## config.mk

```make
export PLATFORM = sky130hd
export DESIGN_NAME = half_duplex_uart_with_rx_ring
export DESIGN_NICKNAME = d
export VERILOG_FILES = /design/src/rtl/hdu_pkg.sv /design/src/rtl/half_duplex_uart_with_rx_ring.sv /design/src/rtl/hdu_front.sv /design/src/rtl/hdu_engine.sv
export VERILOG_INCLUDE_DIRS = /design/src /design/src/rtl
export SDC_FILE = /design/constraint.sdc
export NUM_CORES = 1
export LEC_CHECK = 0
export BUFFER_PORTS_ARGS = -buffer_cell sky130_fd_sc_hd__buf_2
export CORE_AREA = 2 2 162 164
export CTS_BUF_LIST = sky130_fd_sc_hd__clkbuf_2 sky130_fd_sc_hd__clkbuf_4 sky130_fd_sc_hd__clkbuf_8
export DETAILED_ROUTE_END_ITERATION = 6
export DIE_AREA = 0 0 164 166
export GPL_TIMING_DRIVEN = 0
export PLACE_DENSITY_LB_ADDON = 0.12
export SLEW_MARGIN = 5
export SYNTH_ARGS = -nofsm -noshare
export SYNTH_HDL_FRONTEND = slang
export SYNTH_SLANG_ARGS = --single-unit
export TNS_END_PERCENT = 50
```

## constraint.sdc

```tcl
create_clock -name clk -period 4.1 [get_ports clk]
set_input_delay 0 -clock clk [delete_from_list [all_inputs] [get_ports clk]]
set_output_delay 0 -clock clk [all_outputs]
set_load 0.03 [all_outputs]
```

## src/rtl/half_duplex_uart_with_rx_ring_defines.svh

```systemverilog
// assertion macros used by the top-level module
`ifndef HALF_DUPLEX_UART_WITH_RX_RING_DEFINES_SVH
`define HALF_DUPLEX_UART_WITH_RX_RING_DEFINES_SVH

// same-cycle implication, checked outside reset
`define HDU_ASSERT_IMP(label, ante, cons, msg) \
  label: assert property (@(posedge clk) disable iff (rst) (ante) |-> (cons)) \
    else $error(msg);

// next-cycle implication, checked outside reset
`define HDU_ASSERT_NXT(label, ante, cons, msg) \
  label: assert property (@(posedge clk) disable iff (rst) (ante) |=> (cons)) \
    else $error(msg);

`endif

```

## src/rtl/hdu_pkg.sv

```systemverilog
package hdu_pkg;

  localparam int DEPTH = 16;
  localparam int PTR_W = $clog2(DEPTH);

  localparam int BYTE_W = 8;
  localparam int QT_W = 8;
  localparam int TICK_W = 8;
  localparam int QC_W = 6;
  localparam int SHIFT_W = 10;
  localparam int CNT_W = 4;
  localparam int REQ_W = 2;

  localparam int IN_TDATA_W = 16;
  localparam int IN_TUSER_W = 2;
  localparam int OUT_TDATA_W = 16;
  localparam int OUT_TUSER_W = 1;

  localparam int CFG_IDX_W = 1;
  localparam int CFG_DATA_W = 8;

  localparam int QUEUE_DEPTH = 2;
  localparam int QPTR_W = $clog2(QUEUE_DEPTH);
  localparam int QCNT_W = $clog2(QUEUE_DEPTH + 1);

  localparam logic [QC_W-1:0] QC_FIRST_SAMPLE = 6'd5;
  localparam logic [QC_W-1:0] QC_LAST_SAMPLE = 6'd33;
  localparam logic [QC_W-1:0] QC_RX_DONE = 6'd35;
  localparam logic [QC_W-1:0] QC_TX_DONE = 6'd40;

  typedef enum logic [REQ_W-1:0] {
    REQ_NONE = 2'd0,
    REQ_SEND = 2'd1,
    REQ_READ = 2'd2,
    REQ_PEEK = 2'd3
  } req_t;

  typedef enum logic [1:0] {
    MODE_IDLE = 2'd0,
    MODE_RX = 2'd1,
    MODE_TX = 2'd2
  } mode_t;

  typedef enum logic [CFG_IDX_W-1:0] {
    CFG_QUARTER_TICKS = 1'd0,
    CFG_RX_ENABLE = 1'd1
  } cfg_reg_t;

  typedef struct packed {
    logic rx_line;
    logic fall;
    req_t req;
    logic [BYTE_W-1:0] tx_byte;
  } cmd_t;

  typedef struct packed {
    logic tx_line;
    logic req_accepted;
    logic rx_valid;
    logic [BYTE_W-1:0] rx_data;
    logic [CNT_W-1:0] rx_count;
    logic busy_res;
  } result_t;

endpackage

```

## src/rtl/half_duplex_uart_with_rx_ring.sv

```systemverilog
// Half-duplex 8N1 UART with a 16-slot receive ring (15 bytes usable), stepped by
// one input word per bit-timing tick. Each word carries the sampled receive line,
// a request (none, send byte, pop, peek) and a byte to send; each word yields
// exactly one result word with the transmit line, request status, the ring byte
// for a pop or peek, the ring fill count and a busy flag. Sustained rate is one
// word per clock while the output side takes results: a two-entry command queue
// sits between the front end, which accepts words and finds falling receive
// edges, and the engine, which steps the bit timer, shifter and ring once per
// word from the queue into a one-deep output register. Write quarter_ticks
// (index 0) and rx_enable (index 1) only while no result is outstanding; the
// ring needs no clearing pass after reset.
`include "half_duplex_uart_with_rx_ring_defines.svh"

module half_duplex_uart_with_rx_ring (
  input  logic clk,
  input  logic rst,
  input  logic s_axis_tvalid,
  output logic s_axis_tready,
  // rx_line, tx_byte, zero pad
  input  logic [hdu_pkg::IN_TDATA_W-1:0] s_axis_tdata,
  // req_type
  input  logic [hdu_pkg::IN_TUSER_W-1:0] s_axis_tuser,
  output logic m_axis_tvalid,
  input  logic m_axis_tready,
  // tx_line, req_accepted, rx_data, rx_count, busy_res, zero pad
  output logic [hdu_pkg::OUT_TDATA_W-1:0] m_axis_tdata,
  // rx_valid
  output logic [hdu_pkg::OUT_TUSER_W-1:0] m_axis_tuser,
  input  logic cfg_we,
  input  logic [hdu_pkg::CFG_IDX_W-1:0] cfg_index,
  input  logic [hdu_pkg::CFG_DATA_W-1:0] cfg_data
);
  import hdu_pkg::*;

  logic cmd_valid;
  logic cmd_pop;
  cmd_t cmd;
  result_t res;

  hdu_front u_front (
    .clk       (clk),
    .rst       (rst),
    .in_valid  (s_axis_tvalid),
    .in_ready  (s_axis_tready),
    .rx_line   (s_axis_tdata[0]),
    .req_type  (s_axis_tuser[REQ_W-1:0]),
    .tx_byte   (s_axis_tdata[BYTE_W:1]),
    .cmd_valid (cmd_valid),
    .cmd       (cmd),
    .cmd_pop   (cmd_pop)
  );

  hdu_engine u_engine (
    .clk       (clk),
    .rst       (rst),
    .cmd_valid (cmd_valid),
    .cmd       (cmd),
    .cmd_pop   (cmd_pop),
    .cfg_we    (cfg_we),
    .cfg_index (cfg_index),
    .cfg_data  (cfg_data),
    .out_valid (m_axis_tvalid),
    .out_ready (m_axis_tready),
    .res       (res)
  );

  assign m_axis_tdata = {1'b0, res.busy_res, res.rx_count, res.rx_data,
                         res.req_accepted, res.tx_line};
  assign m_axis_tuser = res.rx_valid;

  `HDU_ASSERT_NXT(a_full_queue_keeps_output, !s_axis_tready, m_axis_tvalid, "queue full without output")
  `HDU_ASSERT_IMP(a_valid_byte_accepted, m_axis_tvalid && m_axis_tuser[0], m_axis_tdata[1], "byte without accepted request")
  `HDU_ASSERT_IMP(a_no_byte_zero_data, m_axis_tvalid && !m_axis_tuser[0], m_axis_tdata[9:2] == 8'd0, "data set without byte")

endmodule

```

## src/rtl/hdu_front.sv

```systemverilog
module hdu_front (
  input  logic clk,
  input  logic rst,
  input  logic in_valid,
  output logic in_ready,
  input  logic rx_line,
  input  logic [hdu_pkg::REQ_W-1:0] req_type,
  input  logic [hdu_pkg::BYTE_W-1:0] tx_byte,
  output logic cmd_valid,
  output hdu_pkg::cmd_t cmd,
  input  logic cmd_pop
);
  import hdu_pkg::*;

  cmd_t q [QUEUE_DEPTH];
  logic [QPTR_W-1:0] wr_ptr;
  logic [QPTR_W-1:0] rd_ptr;
  logic [QCNT_W-1:0] count;
  logic last_rx;
  logic push;
  logic pop;
  cmd_t cmd_in;

  // line edge is found here, in item order
  always_comb begin
    cmd_in.rx_line = rx_line;
    cmd_in.fall = last_rx & ~rx_line;
    cmd_in.req = req_t'(req_type);
    cmd_in.tx_byte = tx_byte;
  end

  assign in_ready = (count != QCNT_W'(QUEUE_DEPTH));
  assign push = in_valid & in_ready;
  assign cmd_valid = (count != '0);
  assign pop = cmd_pop & cmd_valid;
  assign cmd = q[rd_ptr];

  always_ff @(posedge clk) begin
    if (rst) begin
      wr_ptr <= '0;
      rd_ptr <= '0;
      count <= '0;
      last_rx <= 1'b1;
    end else begin
      if (push) begin
        wr_ptr <= wr_ptr + QPTR_W'(1);
        last_rx <= rx_line;
      end
      if (pop) begin
        rd_ptr <= rd_ptr + QPTR_W'(1);
      end
      case ({push, pop})
        2'b10: count <= count + QCNT_W'(1);
        2'b01: count <= count - QCNT_W'(1);
        default: count <= count;
      endcase
    end
  end

  always_ff @(posedge clk) begin
    if (push) begin
      q[wr_ptr] <= cmd_in;
    end
  end

endmodule

```

## src/rtl/hdu_engine.sv

```systemverilog
module hdu_engine (
  input  logic clk,
  input  logic rst,
  input  logic cmd_valid,
  input  hdu_pkg::cmd_t cmd,
  output logic cmd_pop,
  input  logic cfg_we,
  input  logic [hdu_pkg::CFG_IDX_W-1:0] cfg_index,
  input  logic [hdu_pkg::CFG_DATA_W-1:0] cfg_data,
  output logic out_valid,
  input  logic out_ready,
  output hdu_pkg::result_t res
);
  import hdu_pkg::*;

  logic [BYTE_W-1:0] store [DEPTH];
  logic [PTR_W-1:0] head;
  logic [PTR_W-1:0] tail;
  logic [TICK_W-1:0] tick_count;
  logic [QC_W-1:0] quarter_count;
  logic [SHIFT_W-1:0] shift_reg;
  mode_t mode;
  logic line_out;
  logic [QT_W-1:0] quarter_ticks;
  logic rx_enable;

  logic [PTR_W-1:0] head_next;
  logic [PTR_W-1:0] tail_next;
  logic [TICK_W-1:0] tick_count_next;
  logic [QC_W-1:0] quarter_count_next;
  logic [SHIFT_W-1:0] shift_reg_next;
  mode_t mode_next;
  logic line_out_next;
  result_t res_next;

  logic was_busy;
  logic [TICK_W:0] tick_sum;
  logic qend;
  logic [QC_W-1:0] qc_inc;
  logic sample;
  logic [PTR_W-1:0] head_inc;
  logic store_we;
  logic [BYTE_W-1:0] tail_byte;
  logic port_on;

  assign cmd_pop = cmd_valid & (~out_valid | out_ready);
  assign tail_byte = store[tail];
  assign port_on = (quarter_ticks != '0);

  always_comb begin
    head_next = head;
    tail_next = tail;
    tick_count_next = tick_count;
    quarter_count_next = quarter_count;
    shift_reg_next = shift_reg;
    mode_next = mode;
    line_out_next = line_out;
    store_we = 1'b0;
    res_next = '0;

    was_busy = (mode == MODE_RX) || (mode == MODE_TX);
    tick_sum = {1'b0, tick_count} + (TICK_W+1)'(1);
    qend = (tick_sum >= {1'b0, quarter_ticks});
    qc_inc = quarter_count + QC_W'(1);
    sample = (qc_inc >= QC_FIRST_SAMPLE) && (qc_inc <= QC_LAST_SAMPLE)
             && (qc_inc[1:0] == 2'b01);
    head_inc = head + PTR_W'(1);

    case (mode)
      MODE_RX: begin
        tick_count_next = qend ? '0 : tick_sum[TICK_W-1:0];
        if (qend) begin
          quarter_count_next = qc_inc;
          if (sample) begin
            shift_reg_next = {1'b0, shift_reg[9], shift_reg[8] | cmd.rx_line,
                              shift_reg[7:1]};
          end
          if (qc_inc >= QC_RX_DONE) begin
            if (head_inc != tail) begin
              store_we = 1'b1;
              head_next = head_inc;
            end
            mode_next = MODE_IDLE;
            quarter_count_next = '0;
          end
        end
      end
      MODE_TX: begin
        tick_count_next = qend ? '0 : tick_sum[TICK_W-1:0];
        if (qend) begin
          quarter_count_next = qc_inc;
          if (qc_inc[1:0] == 2'b00) begin
            if (qc_inc >= QC_TX_DONE) begin
              mode_next = MODE_IDLE;
              quarter_count_next = '0;
              line_out_next = 1'b1;
            end else begin
              shift_reg_next = {1'b0, shift_reg[SHIFT_W-1:1]};
              line_out_next = shift_reg[1];
            end
          end
        end
      end
      default: begin
        mode_next = MODE_IDLE;
      end
    endcase

    if (!was_busy) begin
      case (cmd.req)
        REQ_SEND: begin
          if (port_on) begin
            res_next.req_accepted = 1'b1;
            shift_reg_next = {1'b1, cmd.tx_byte, 1'b0};
            line_out_next = 1'b0;
            mode_next = MODE_TX;
            tick_count_next = '0;
            quarter_count_next = '0;
          end
        end
        REQ_READ, REQ_PEEK: begin
          res_next.req_accepted = 1'b1;
          if (head != tail) begin
            res_next.rx_valid = 1'b1;
            res_next.rx_data = tail_byte;
            if (cmd.req == REQ_READ) begin
              tail_next = tail + PTR_W'(1);
            end
          end
        end
        default: begin
        end
      endcase
      if ((mode_next == MODE_IDLE) && rx_enable && port_on && cmd.fall) begin
        mode_next = MODE_RX;
        tick_count_next = '0;
        quarter_count_next = '0;
        shift_reg_next = '0;
      end
    end

    res_next.tx_line = line_out_next;
    res_next.rx_count = port_on ? CNT_W'(head_next - tail_next) : '0;
    res_next.busy_res = (mode_next == MODE_RX) || (mode_next == MODE_TX);
  end

  always_ff @(posedge clk) begin
    if (rst) begin
      head <= '0;
      tail <= '0;
      tick_count <= '0;
      quarter_count <= '0;
      shift_reg <= '0;
      mode <= MODE_IDLE;
      line_out <= 1'b1;
      quarter_ticks <= '0;
      rx_enable <= 1'b0;
      out_valid <= 1'b0;
    end else begin
      out_valid <= cmd_pop | (out_valid & ~out_ready);
      if (cmd_pop) begin
        head <= head_next;
        tail <= tail_next;
        tick_count <= tick_count_next;
        quarter_count <= quarter_count_next;
        shift_reg <= shift_reg_next;
        mode <= mode_next;
        line_out <= line_out_next;
      end
      if (cfg_we) begin
        case (cfg_reg_t'(cfg_index))
          CFG_QUARTER_TICKS: begin
            quarter_ticks <= cfg_data[QT_W-1:0];
            if (cfg_data[QT_W-1:0] == '0) begin
              mode <= MODE_IDLE;
              line_out <= 1'b1;
              tick_count <= '0;
              quarter_count <= '0;
              rx_enable <= 1'b0;
              head <= tail;
            end
          end
          CFG_RX_ENABLE: begin
            rx_enable <= cfg_data[0];
            if (cfg_data[0] && !rx_enable && port_on) begin
              head <= '0;
              tail <= '0;
            end
          end
          default: begin
          end
        endcase
      end
    end
  end

  always_ff @(posedge clk) begin
    if (cmd_pop && store_we) begin
      store[head] <= shift_reg_next[BYTE_W-1:0];
    end
  end

  always_ff @(posedge clk) begin
    if (cmd_pop) begin
      res <= res_next;
    end
  end

endmodule
```

== Word level (Yosys, flattened, before mapping) ==
Memories as Yosys holds them, arrays and structs flattened. A register that Yosys moved wholly into a read port is not among the register bits.
Cells that the tools add are included.

* Bitwise gates (word level): 14
* Magnitude comparators: 5
* Equality and inequality tests: 14
* Reduce and logical (&&, ||, !) cells: 23
* Multiplexer cells: 94
* Add/sub/neg operators: 9

{| class="wikitable"
|+ Operators with widths
! kind !! number
|-
| $mux W10 || 9
|-
| $mux W8 || 10
|-
| $mux W6 || 13
|-
| $mux W4 || 17
|-
| $mux W2 || 14
|-
| $mux W1 || 23
|-
| $pmux W10 S2 || 1
|-
| $ge A6 B6 Y1 const B || 2
|-
| $pmux W6 S2 || 1
|-
| $eq A2 B1 Y1 const B || 5
|-
| $eq A2 B2 Y1 const B || 5
|-
| $add A8 B1 Y9 const B || 1
|-
| $ge A9 B8 Y1 || 1
|-
| $mux W9 || 1
|-
| $add A4 B1 Y4 const B || 2
|-
| $logic_and A1 B1 Y1 || 8
|-
| $logic_not A8 Y1 || 1
|-
| $ne A4 B4 Y1 || 2
|-
| $pmux W2 S2 || 2
|-
| $pmux W4 S2 || 1
|-
| $reduce_bool A8 Y1 || 1
|-
| $add A6 B1 Y6 const B || 1
|-
| $ge A6 B3 Y1 const B || 1
|-
| $le A6 B6 Y1 const B || 1
|-
| other kinds (17) || 36
|}

* Register bits: 66
* Logic and storage cells: 181
* Output and inout bits: 19
* Memories kept: 2
* Input bits: 32
* Memory bits (writable): 152

{| class="wikitable"
|+ Memory list
! name !! depth !! width !! rd ports !! clocked after memory_dff !! wr ports !! line !! text
|-
| u_engine.store || 16 || 8 || 1 || 1 || 1 || hdu_engine.sv:16 || <nowiki>logic [BYTE_W-1:0] store [DEPTH];</nowiki>
|-
| u_front.q || 2 || 12 || 1 || 1 || 1 || hdu_front.sv:15 || <nowiki>cmd_t q [QUEUE_DEPTH];</nowiki>
|}

== Longest topological paths before layout ==
Gate-level depths: netlist of the first run.

* Depth after elaboration: 19
* Mapped depth: 18
* Mapped depth without buffers: 18

== Modules after synthesis ==
From an unflattened synthesis of the first run, not the netlist that was laid out.

* Cell total of the unflattened synthesis: 726
* Area, all modules: 10014.6 um2

{| class="wikitable"
|+ Modules (own cells, without submodules)
! module !! area each (um2) !! sequential area each (um2) !! instances !! cells each
|-
| hdu_engine || 8876.0 || 5225.0 || 1 || 659
|-
| hdu_front || 1127.3 || 840.8 || 1 || 65
|-
| half_duplex_uart_with_rx_ring || 11.3 || 0.0 || 1 || 2
|}

== Worst setup path before layout of the first run ==
OpenSTA, ideal clock, no wires.

* Path type: register to register
* Start point: reg u_engine.tick_count[0]
* End point: reg u_engine.res[4] (netlist name)
* Clock period less this slack: 3952 ps
* Setup slack: 148 ps
* Setup time: 261 ps
* Data required time: 3839 ps
* Arrival time: 3690 ps
* Path buffers: 0
* Cell stages (with the launch flop): 18
* Path through: dfxtp_1 -> ha_1 -> nand3_2 -> nor2_1 -> xor2_1 -> ha_1 -> and3_1 -> nand3_1 -> o211a_2 -> nor4_4 -> mux2_4 -> ha_1 -> a21o_1 -> a21oi_1 -> xor2_1 -> xnor2_1 -> xnor2_1 -> nor2_1

* Longest elaborated chain between the ends: 5

{| class="wikitable"
|+ RTL lines
! item !! line !! text
|-
| start: declaration || hdu_engine.sv:19 || <nowiki>logic [TICK_W-1:0] tick_count;</nowiki>
|-
| start signal: assignment || hdu_engine.sv:164 || <nowiki>tick_count <= tick_count_next;</nowiki>
|-
| $add A8 B1 Y9 || hdu_engine.sv:62 || <nowiki>tick_sum = {1'b0, tick_count} + (TICK_W+1)'(1);</nowiki>
|-
| $ge A9 B8 Y1 || hdu_engine.sv:63 || <nowiki>qend = (tick_sum >= {1'b0, quarter_ticks});</nowiki>
|-
| $mux W4 || hdu_engine.sv:72 || <nowiki>if (qend) begin</nowiki>
|-
| $mux W4 || hdu_engine.sv:69 || <nowiki>case (mode)</nowiki>
|-
| $sub A4 B4 Y4 || hdu_engine.sv:143 || <nowiki>res_next.rx_count = port_on ? CNT_W'(head_next - tail_next) : '0;</nowiki>
|}

Every way passes these cells.
A chain may end at the register's enable or synchronous reset.

== Worst setup path after layout of the first run ==
* Start point: reg u_engine.tick_count[0]
* End point: reg u_engine.res[4] (netlist name)

* Longest elaborated chain between the ends: 5

{| class="wikitable"
|+ RTL lines
! item !! line
|-
| $add A8 B1 Y9 || hdu_engine.sv:62
|-
| $ge A9 B8 Y1 || hdu_engine.sv:63
|-
| $mux W4 || hdu_engine.sv:72
|-
| $mux W4 || hdu_engine.sv:69
|-
| $sub A4 B4 Y4 || hdu_engine.sv:143
|}

Every way passes these cells.

==> metrics.md, run 1 <==
| Metric | Value |
|---|---|
| Setup violators final | 0 |
| CP Capture Type | flip-flop |
| Max-slew headroom | 0.277 |
| Pre-CTS WS | -0.362 ns |
| Initial Utilization | 0.393 |
| CP required | between 4 and 5 ns |
| Slowest-stage cell, CP | nor4_4 |
| Setup CP Type | flip-flop to flip-flop |
| Status | complete, no violations |
| Fmax | between 200 and 300 MHz |
| Slew at the pin closest to its max-slew limit | around 1.1 ns |
| Mapped Cells | 760 |
| Metal1 wirelength | roughly 10000 um |
| Clk pin slew, worst setup/hold paths | roughly 0.060 ns |
| Largest net degree at the start of global routing | 27 |
| Cell area power density | about 510 nW/um^2 |
| Fin crit share | 0.972 |
| I/O pin total | slightly above 50 |
| Number of core rows | a little under 60 |
| DP Cell Count | around 1.1k |
| Cell variety after synth | about 70 |
| Max FO, Critical Path | 6 |
| Global Route Usage Sum | 0.177 |
| CP cell instances | ha_4 -> nand3_2 -> nor2_2 -> xor2_1 -> ha_1 -> and3_4 -> nand3_1 -> o211a_4 -> nor4_4 -> mux2_4 -> ha_1 -> a21o_1 -> a21oi_2 -> xor2_1 -> xnor2_1 -> xnor2_1 -> nor2_1 |
| Maximum clock insertion buffer count | 3 |
| Syn_area_per_cell | 13.2 sq um |
| H-Tree Depth | 2 |
| Number of global-route vias before repair | between 6k and 7k |
| Share of layout cells above drive strength 1 | 0.220 |
| Total wire length | ~24000 um |
| Lkg Pwr | ~0.004 uW |
| Top Registers | u_engine.store: 128 flops, u_front.q: 24 flops, u_engine.res: 16 flops |
| Core Region | ~26000 sq um |
| P&R area growth vs syn | 19.6% |
| Highest routed layer | met4 |
| First-pass GRT wire length | around 37000 um |
| Cell family with most CP delay | simple AND/OR/NAND/NOR gates |
| Die ar. | between 20000 and 30000 sq um |
| FF+latch count, synth | roughly 220 |
| Worst Path Arrival | between 4 and 5 ns |
| # DRC | 0 |
| Fillers | around 2.3k |
| Final min period | 3.99 ns |
| Hpwl dp | between 15000 and 20000 um |
| Root Buffer | clkbuf_8 |
| CTS tree | yes |
| Max-cap violations | 0 |
| Synth warnings | 0 |
| Worst setup margin | approximately 0.11 ns |
| Via count | 6729 |
| Finished Layout Cells | between 1k and 1.5k |
| CTS Sinks | 219 |
| Vias per cell | between 5 and 6 |
| Syn nets | 817 |
| Post-synth EDFFs | around 170 |
| Critical Path Source Type | flip-flop |
| Worst Path Buf+Inv | 0 |
| Register area share after synthesis | 0.603 |
| Synthesized area | ~10000 sq um |
| IO Port Bufs | 41 |
| Placement Cell Area | ~11000 sq um |
| Die width | 164 um |
| Clock Skew | roughly 0.016 ns |
| Fin nets | around 950 |
| RSZ-0062 raised after global routing | true |
| Max-slew violations | 0 |
| WL per Instance | 18.9 um |
| Peak supply drop | approximately 250 uV |
| Synth async-reset ratio | 0 |
| Number of DRC markers in iteration 0 | 479 |
| Post-DRT Antenna Nets | 0 |
| Number of detailed-route iterations in the first pass | 6 |
| Final Hold Vio Count | 0 |
| Clock Latency Late Sink | between 0.5 and 0.6 ns |
| Max incr delay on CP | about 0.41 ns |
| Met2 wire length | 12400 um |
| HP Class | input pin to flip-flop |
| Largest Register | u_engine.store |
| Gp weighted congestion | a little over 0.8 |
| CTS buffer count | 39 |
| Initial antenna violation count | 0 |
| Overflow left after global routing | 0 |
| Ant. Diodes | 0 |
| Die Height | about 170 um |
| Main synth FF type | edfxtp_1 |
| Largest register FFs | 128 |
| Post-route cell area | about 12000 sq um |
| Metal3 WL | 1170 um |
worst min-delay path: cells and delay by family:
kind / cells / cell delay, ns
compound gates: 1 / 0.05
buf+inv: 2 / 0.29
simple gates: 2 / 0.23
synthesized netlist by cell type, drive strengths merged (7+ instances only):
cell type | instances | area [sq um]
edfxtp | 168 | 5040
nand2b | 13 | 81.3
a21oi | 39 | 199
mux2i | 12 | 120
inv | 28 | 105
a221oi | 8 | 70.1
nand2 | 76 | 288
nor2 | 42 | 163
clkbuf | 20 | 75.1
dfxtp | 51 | 1020
xor2 | 15 | 131
mux4 | 40 | 901
nor2b | 10 | 62.6
o21ai | 34 | 174
nor3 | 7 | 35.0
buf | 14 | 67.6
a21boi | 7 | 52.6
a21o | 8 | 60.1
and2 | 13 | 81.3
ha | 24 | 300
nand3 | 28 | 145
xnor2 | 16 | 140
kinds of logic after synthesis:
logic type	Yosys count	synth area share
AND/OR/NAND/NOR	226	0.115
XOR/XNOR	31	0.0270
adder cells (fa/ha/maj)	25	0.0319
multiplexers	56	0.106
AO/OA/AOI/OAI	140	0.0920
other	1	0.000373
flip-flops	219	0.603
buffers and inverters	62	0.0246
area by class of cell:
class                           count  area (sq um)  share of cell area
Sequential cell                   219          6080               0.505
Clock buffer                       51           633              0.0526
Inverter                           28           105             0.00874
Buffer                             34           144              0.0120
Multi-Input combinational cell    479          3870               0.322
Timing Repair Buffer               93           694              0.0577
Clock inverter                     17          78.8             0.00655
Tap cell                          335           419              0.0349
cells in the final DEF (no fill, tap or decap), types with 6 or more instances in the layout:
cell and instances:
o21ai_0 30, and2_1 13, a221oi_1 7, xnor2_1 14, ha_1 22, dfxtp_1 46, mux2i_1 12, clkbuf_4 11
a21o_1 8, nand3_1 25, dlygate4sd3_1 38, edfxtp_1 168, xor2_1 15, mux4_2 40, clkinv_1 10, nand2_1 75
buf_2 44, clkbuf_1 19, clkbuf_8 40, buf_1 8, o22a_1 6, buf_4 16, nor2_1 38, a21oi_1 37
nor2b_1 10, nor3_1 7, nand2b_1 13, inv_1 28
per-stage QoR:
step                      setup TNS (ns)   util  hold WS [ns]  total power [uW]
after detailed placement           -2.59  0.421         0.192              4310
after global placement           -137.43  0.417         0.187              4260
final                                  0  0.469         0.112              6170
after CTS                              0  0.465        0.0672              6240
after global routing              -0.131  0.469         0.124              6490
after floorplan                        0      -        0.0989              3800
routing by layer:
layer	vias up	GRT usage
met5	-	0
met4	0	0.0469
met3	37	0.0345
met2	175	0.321
met1	3360	0.213
li1	3157	-
worst paths after layout:
check                                                 end  slack [ns]              startpoint  cells past startpoint
worst max-delay path                      u_engine.res[4]        0.11  u_engine.tick_count[0]                     17
worst min-delay path            u_engine.quarter_ticks[2]        0.11               cfg_index                      5
worst min register to register            u_front.last_rx        0.47         u_front.last_rx                      2
worst max register to register            u_engine.res[4]        0.11  u_engine.tick_count[0]                     17
repair_timing:
item / CTS / global route
setup endpoints to repair: 38 / 81
pin swaps: 2 / 5
hold endpoints to repair: 37 / 0
gates resized for setup: 5 / 18
setup buffers: 4 / 1
hold buffers: 38 / 0
power by group:
part	internal [uW]	switching, uW	total [uW]
logic	530	1010	1550
registers	2690	69.3	2760
clock network	1010	860	1870
total	4230	1940	6170
(Power assumes the default switching activity.)
==> inputs of run 2 (changes only) <==
--- a/config.mk
+++ b/config.mk
@@ -6,11 +6,12 @@
 export SDC_FILE = /design/constraint.sdc
 export NUM_CORES = 1
 export LEC_CHECK = 0
+export ABC_AREA = 1
 export BUFFER_PORTS_ARGS = -buffer_cell sky130_fd_sc_hd__buf_2
-export CORE_AREA = 2 2 162 164
+export CORE_AREA = 2 2 165 167
 export CTS_BUF_LIST = sky130_fd_sc_hd__clkbuf_2 sky130_fd_sc_hd__clkbuf_4 sky130_fd_sc_hd__clkbuf_8
 export DETAILED_ROUTE_END_ITERATION = 6
-export DIE_AREA = 0 0 164 166
+export DIE_AREA = 0 0 167 169
 export GPL_TIMING_DRIVEN = 0
 export PLACE_DENSITY_LB_ADDON = 0.12
 export SLEW_MARGIN = 5
==> constraint.sdc (replaced) <==
create_clock -name clk -period 3.49 [get_ports clk]
set_input_delay 0 -clock clk [delete_from_list [all_inputs] [get_ports clk]]
set_output_delay 0 -clock clk [all_outputs]
set_load 0.03 [all_outputs]
==> run 2 against run 1 <==
Register-to-register slack about the same. Clock skew is 0.0067 ns higher. Final cell count rose by 30%. Critical path type unchanged.
==> metrics.md, run 2 <==
| Metric | Value |
|---|---|
| Status | complete, no violations |
| FF+latch count, synth | between 200 and 250 |
| Placement Cell Area | between 10000 and 15000 sq um |
| Max FO, Critical Path | 7 |
| CP required | 3.77 ns |
| Total wire length | roughly 28000 um |
| Die Height | 169 um |
| Post-route cell area | between 10000 and 15000 sq um |
| H-Tree Depth | 2 |
| Most common cell after layout, fill and taps aside | nand2_1 |
| Initial Utilization | 0.396 |
| First-pass GRT wire length | around 44000 um |
| Multi-input gate area | 4050 sq um |
| IO Port Bufs | ~40 |
| Max-cap violations | 0 |
| Clock Latency Late Sink | ~0.55 ns |
| Slew at the pin closest to its max-slew limit | 1.05 ns |
| Global Route Usage Sum | 0.198 |
| Largest net degree at the start of global routing | 27 |
| RSZ-0062 raised after global routing | true |
| Number of DRC markers in iteration 0 | just under 700 |
| Synthesized area | about 10000 sq um |
| Via count | between 8k and 9k |
| Synth top area share | 0.481 |
| Setup CP Type | flip-flop to flip-flop |
| Die ar. | ~28000 sq um |
| Maximum clock insertion buffer count | 3 |
| Overflow left after global routing | 0 |
| Most frequent cells in the layout | 226 x nand2_1, 168 x edfxtp_1, 107 x inv_1, 105 x nor2_1, 86 x o21ai_0 |
| Cell area power density | 910 nW/um^2 |
| Storage cell area | 6080 sq um |
| Number of core rows | 60 |
| Synth async-reset ratio | 0 |
| Syn nets | 1185 |
| Vias per cell | 5.03 |
| Die width | 167 um |
| Clk pin slew, worst setup/hold paths | about 0.06 ns |
| Main synth FF type | edfxtp_1 |
| CTS tree | yes |
| Root Buffer | clkbuf_8 |
| Gp weighted congestion | about 0.91 |
| Share of layout cells above drive strength 1 | 0.167 |
| Largest register FFs | between 100 and 150 |
| Final min period | between 3 and 4 ns |
| Mapped Cells | approximately 1.1k |
| Fin crit share | 0.966 |
| CTS Sinks | between 200 and 250 |
| P&R area growth vs syn | 20.6% |
| Post-DRT Antenna Nets | 0 |
| Core Region | 26500 sq um |
| Syn_area_per_cell | 9.30 sq um |
| Critical Path Source Type | flip-flop |
| Fin nets | 1315 |
| Final Hold Vio Count | 0 |
| I/O pin total | between 50 and 60 |
| Synth top area cells | edfxtp_1 48%, dfxtp_1 9.7%, nand2_1 8.5%, o21ai_0 4.2%, nor2_1 4.2% |
| Peak supply drop | roughly 470 uV |
| Largest Register | u_engine.store |
| Setup_tns | 0 ns |
| Top cells by count, synth | 238 x nand2_1, 168 x edfxtp_1, 117 x nor2_1 |
| Synth warnings | 0 |
| HP Class | input pin to flip-flop |
| Worst Path Arrival | about 3.7 ns |
| Top Registers | u_engine.store: 128 flops, u_front.q: 24 flops, u_engine.res: 16 flops |
| Ant. Diodes | 0 |
| Max-slew violations | 0 |
| Top-count cell post-synth | nand2_1 |
| Max-slew headroom | 0.296 |
| Initial antenna violation count | 0 |
| Number of global-route vias before repair | ~8.1k |
| Post-synth EDFFs | around 170 |
| Cell variety after synth | between 40 and 50 |
| # DRC | 0 |
| CP Capture Type | flip-flop |
| Lkg Pwr | 0.00506 uW |
| Fillers | around 2.5k |
| CTS buffer count | 39 |
| Setup violators final | 0 |
| Register area share after synthesis | 0.578 |
| Fmax | approximately 300 MHz |
| Number of detailed-route iterations in the first pass | 6 |
| Clock Skew | around 0.023 ns |
| Synth area leader | edfxtp_1 |
| Hpwl dp | ~19000 um |
| WL per Instance | 17.1 um |
==> run 2: cell types whose count changed in the layout (fill, tap and decap cells not counted), sizes merged, moves of 20 or more <==
cell,before,now
nor2,42,124
clkbuf,71,97
o21ai,34,96
mux4,40,0
a21oi,39,75
inv,29,120
nand4,5,25
nand3,28,60
nand2,76,246
==> run 2: cell families after synthesis <==
group	Yosys count	share of synthesized area
other	1	0.000357
buffers and inverters	174	0.0655
adder cells (fa/ha/maj)	25	0.0305
AND/OR/NAND/NOR	474	0.195
AO/OA/AOI/OAI	217	0.116
flip-flops	219	0.578
XOR/XNOR	18	0.0150
==> run 2: cell type report <==
type | instances | share of cell area
Clock buffer | 58 | 0.0547
Sequential cell | 219 | 0.480
Inverter | 120 | 0.0359
Tap cell | 341 | 0.0337
Multi-Input combinational cell | 735 | 0.320
Buffer | 54 | 0.0188
Timing Repair Buffer | 89 | 0.0518
Clock inverter | 12 | 0.00455
==> run 2: path summary, 6_finish.rpt <==
path | start | endpoint | slack, ns | cells after the start
worst min-delay path | cfg_index | u_engine.head[0] | 0.04 | 6
worst max register to register | u_engine.tick_count[1] | u_engine.res[3] | 0.12 | 20
worst max-delay path | u_engine.tick_count[1] | u_engine.res[3] | 0.12 | 20
worst min register to register | u_front.rd_ptr | u_front.rd_ptr | 0.45 | 1
==> run 2: repair_timing <==
item                                   CTS  global route
setup buffers                            8             8
gates cloned                             0             0
gates resized for setup                 39            36
pin swaps                                7            19
setup endpoints to repair              257           250
endpoints found under the hold margin   39             0
hold buffers                            31             0
==> run 2: report_power, final <==
group	leakage [uW]	internal [uW]	switching, uW
logic	0.00268	1560	3770
clock network	0.000402	1270	1050
registers	0.00197	3650	208
total	0.00506	6480	5030
==> run 2: per-stage QoR <==
stage                util  worst slack [ns]  power (uW)  cells  hold WS, ns
finish              0.477             0.120       11500   1628       0.0405
global route        0.477           -0.0945       12400   1628        0.102
CTS                 0.468            -0.176       11300   1620       0.0221
detailed placement  0.421            -0.715        8750   1511        0.191
global placement    0.420            -0.913        8710   1510        0.186
floorplan               -            0.0206        7120   1128       0.0989
==> run 2: critical path, cell delays in order, from the launching register on <==
cell and delay [ns]:
dfxtp_4 0.37, ha_4 0.15, nand2_4 0.05, nor2_4 0.11
buf_4 0.12, xnor2_1 0.10, inv_1 0.10, ha_4 0.27
nand2_1 0.06, nor2_2 0.11, nand4_1 0.20, nand3_4 0.15
nand2_4 0.07, inv_4 0.09, nand2_8 0.07, buf_4 0.15
xor2_1 0.15, ha_2 0.21, fa_1 0.37, xor2_1 0.14
nor2_1 0.06
==> run 2: metal layers <==
metal,vias to the layer above,track usage,wire (um)
li1,4131,-,-
met2,207,0.327,12900
met4,0,0.0892,1170
met5,-,0,0
met1,3781,0.257,12300
met3,69,0.0330,1390
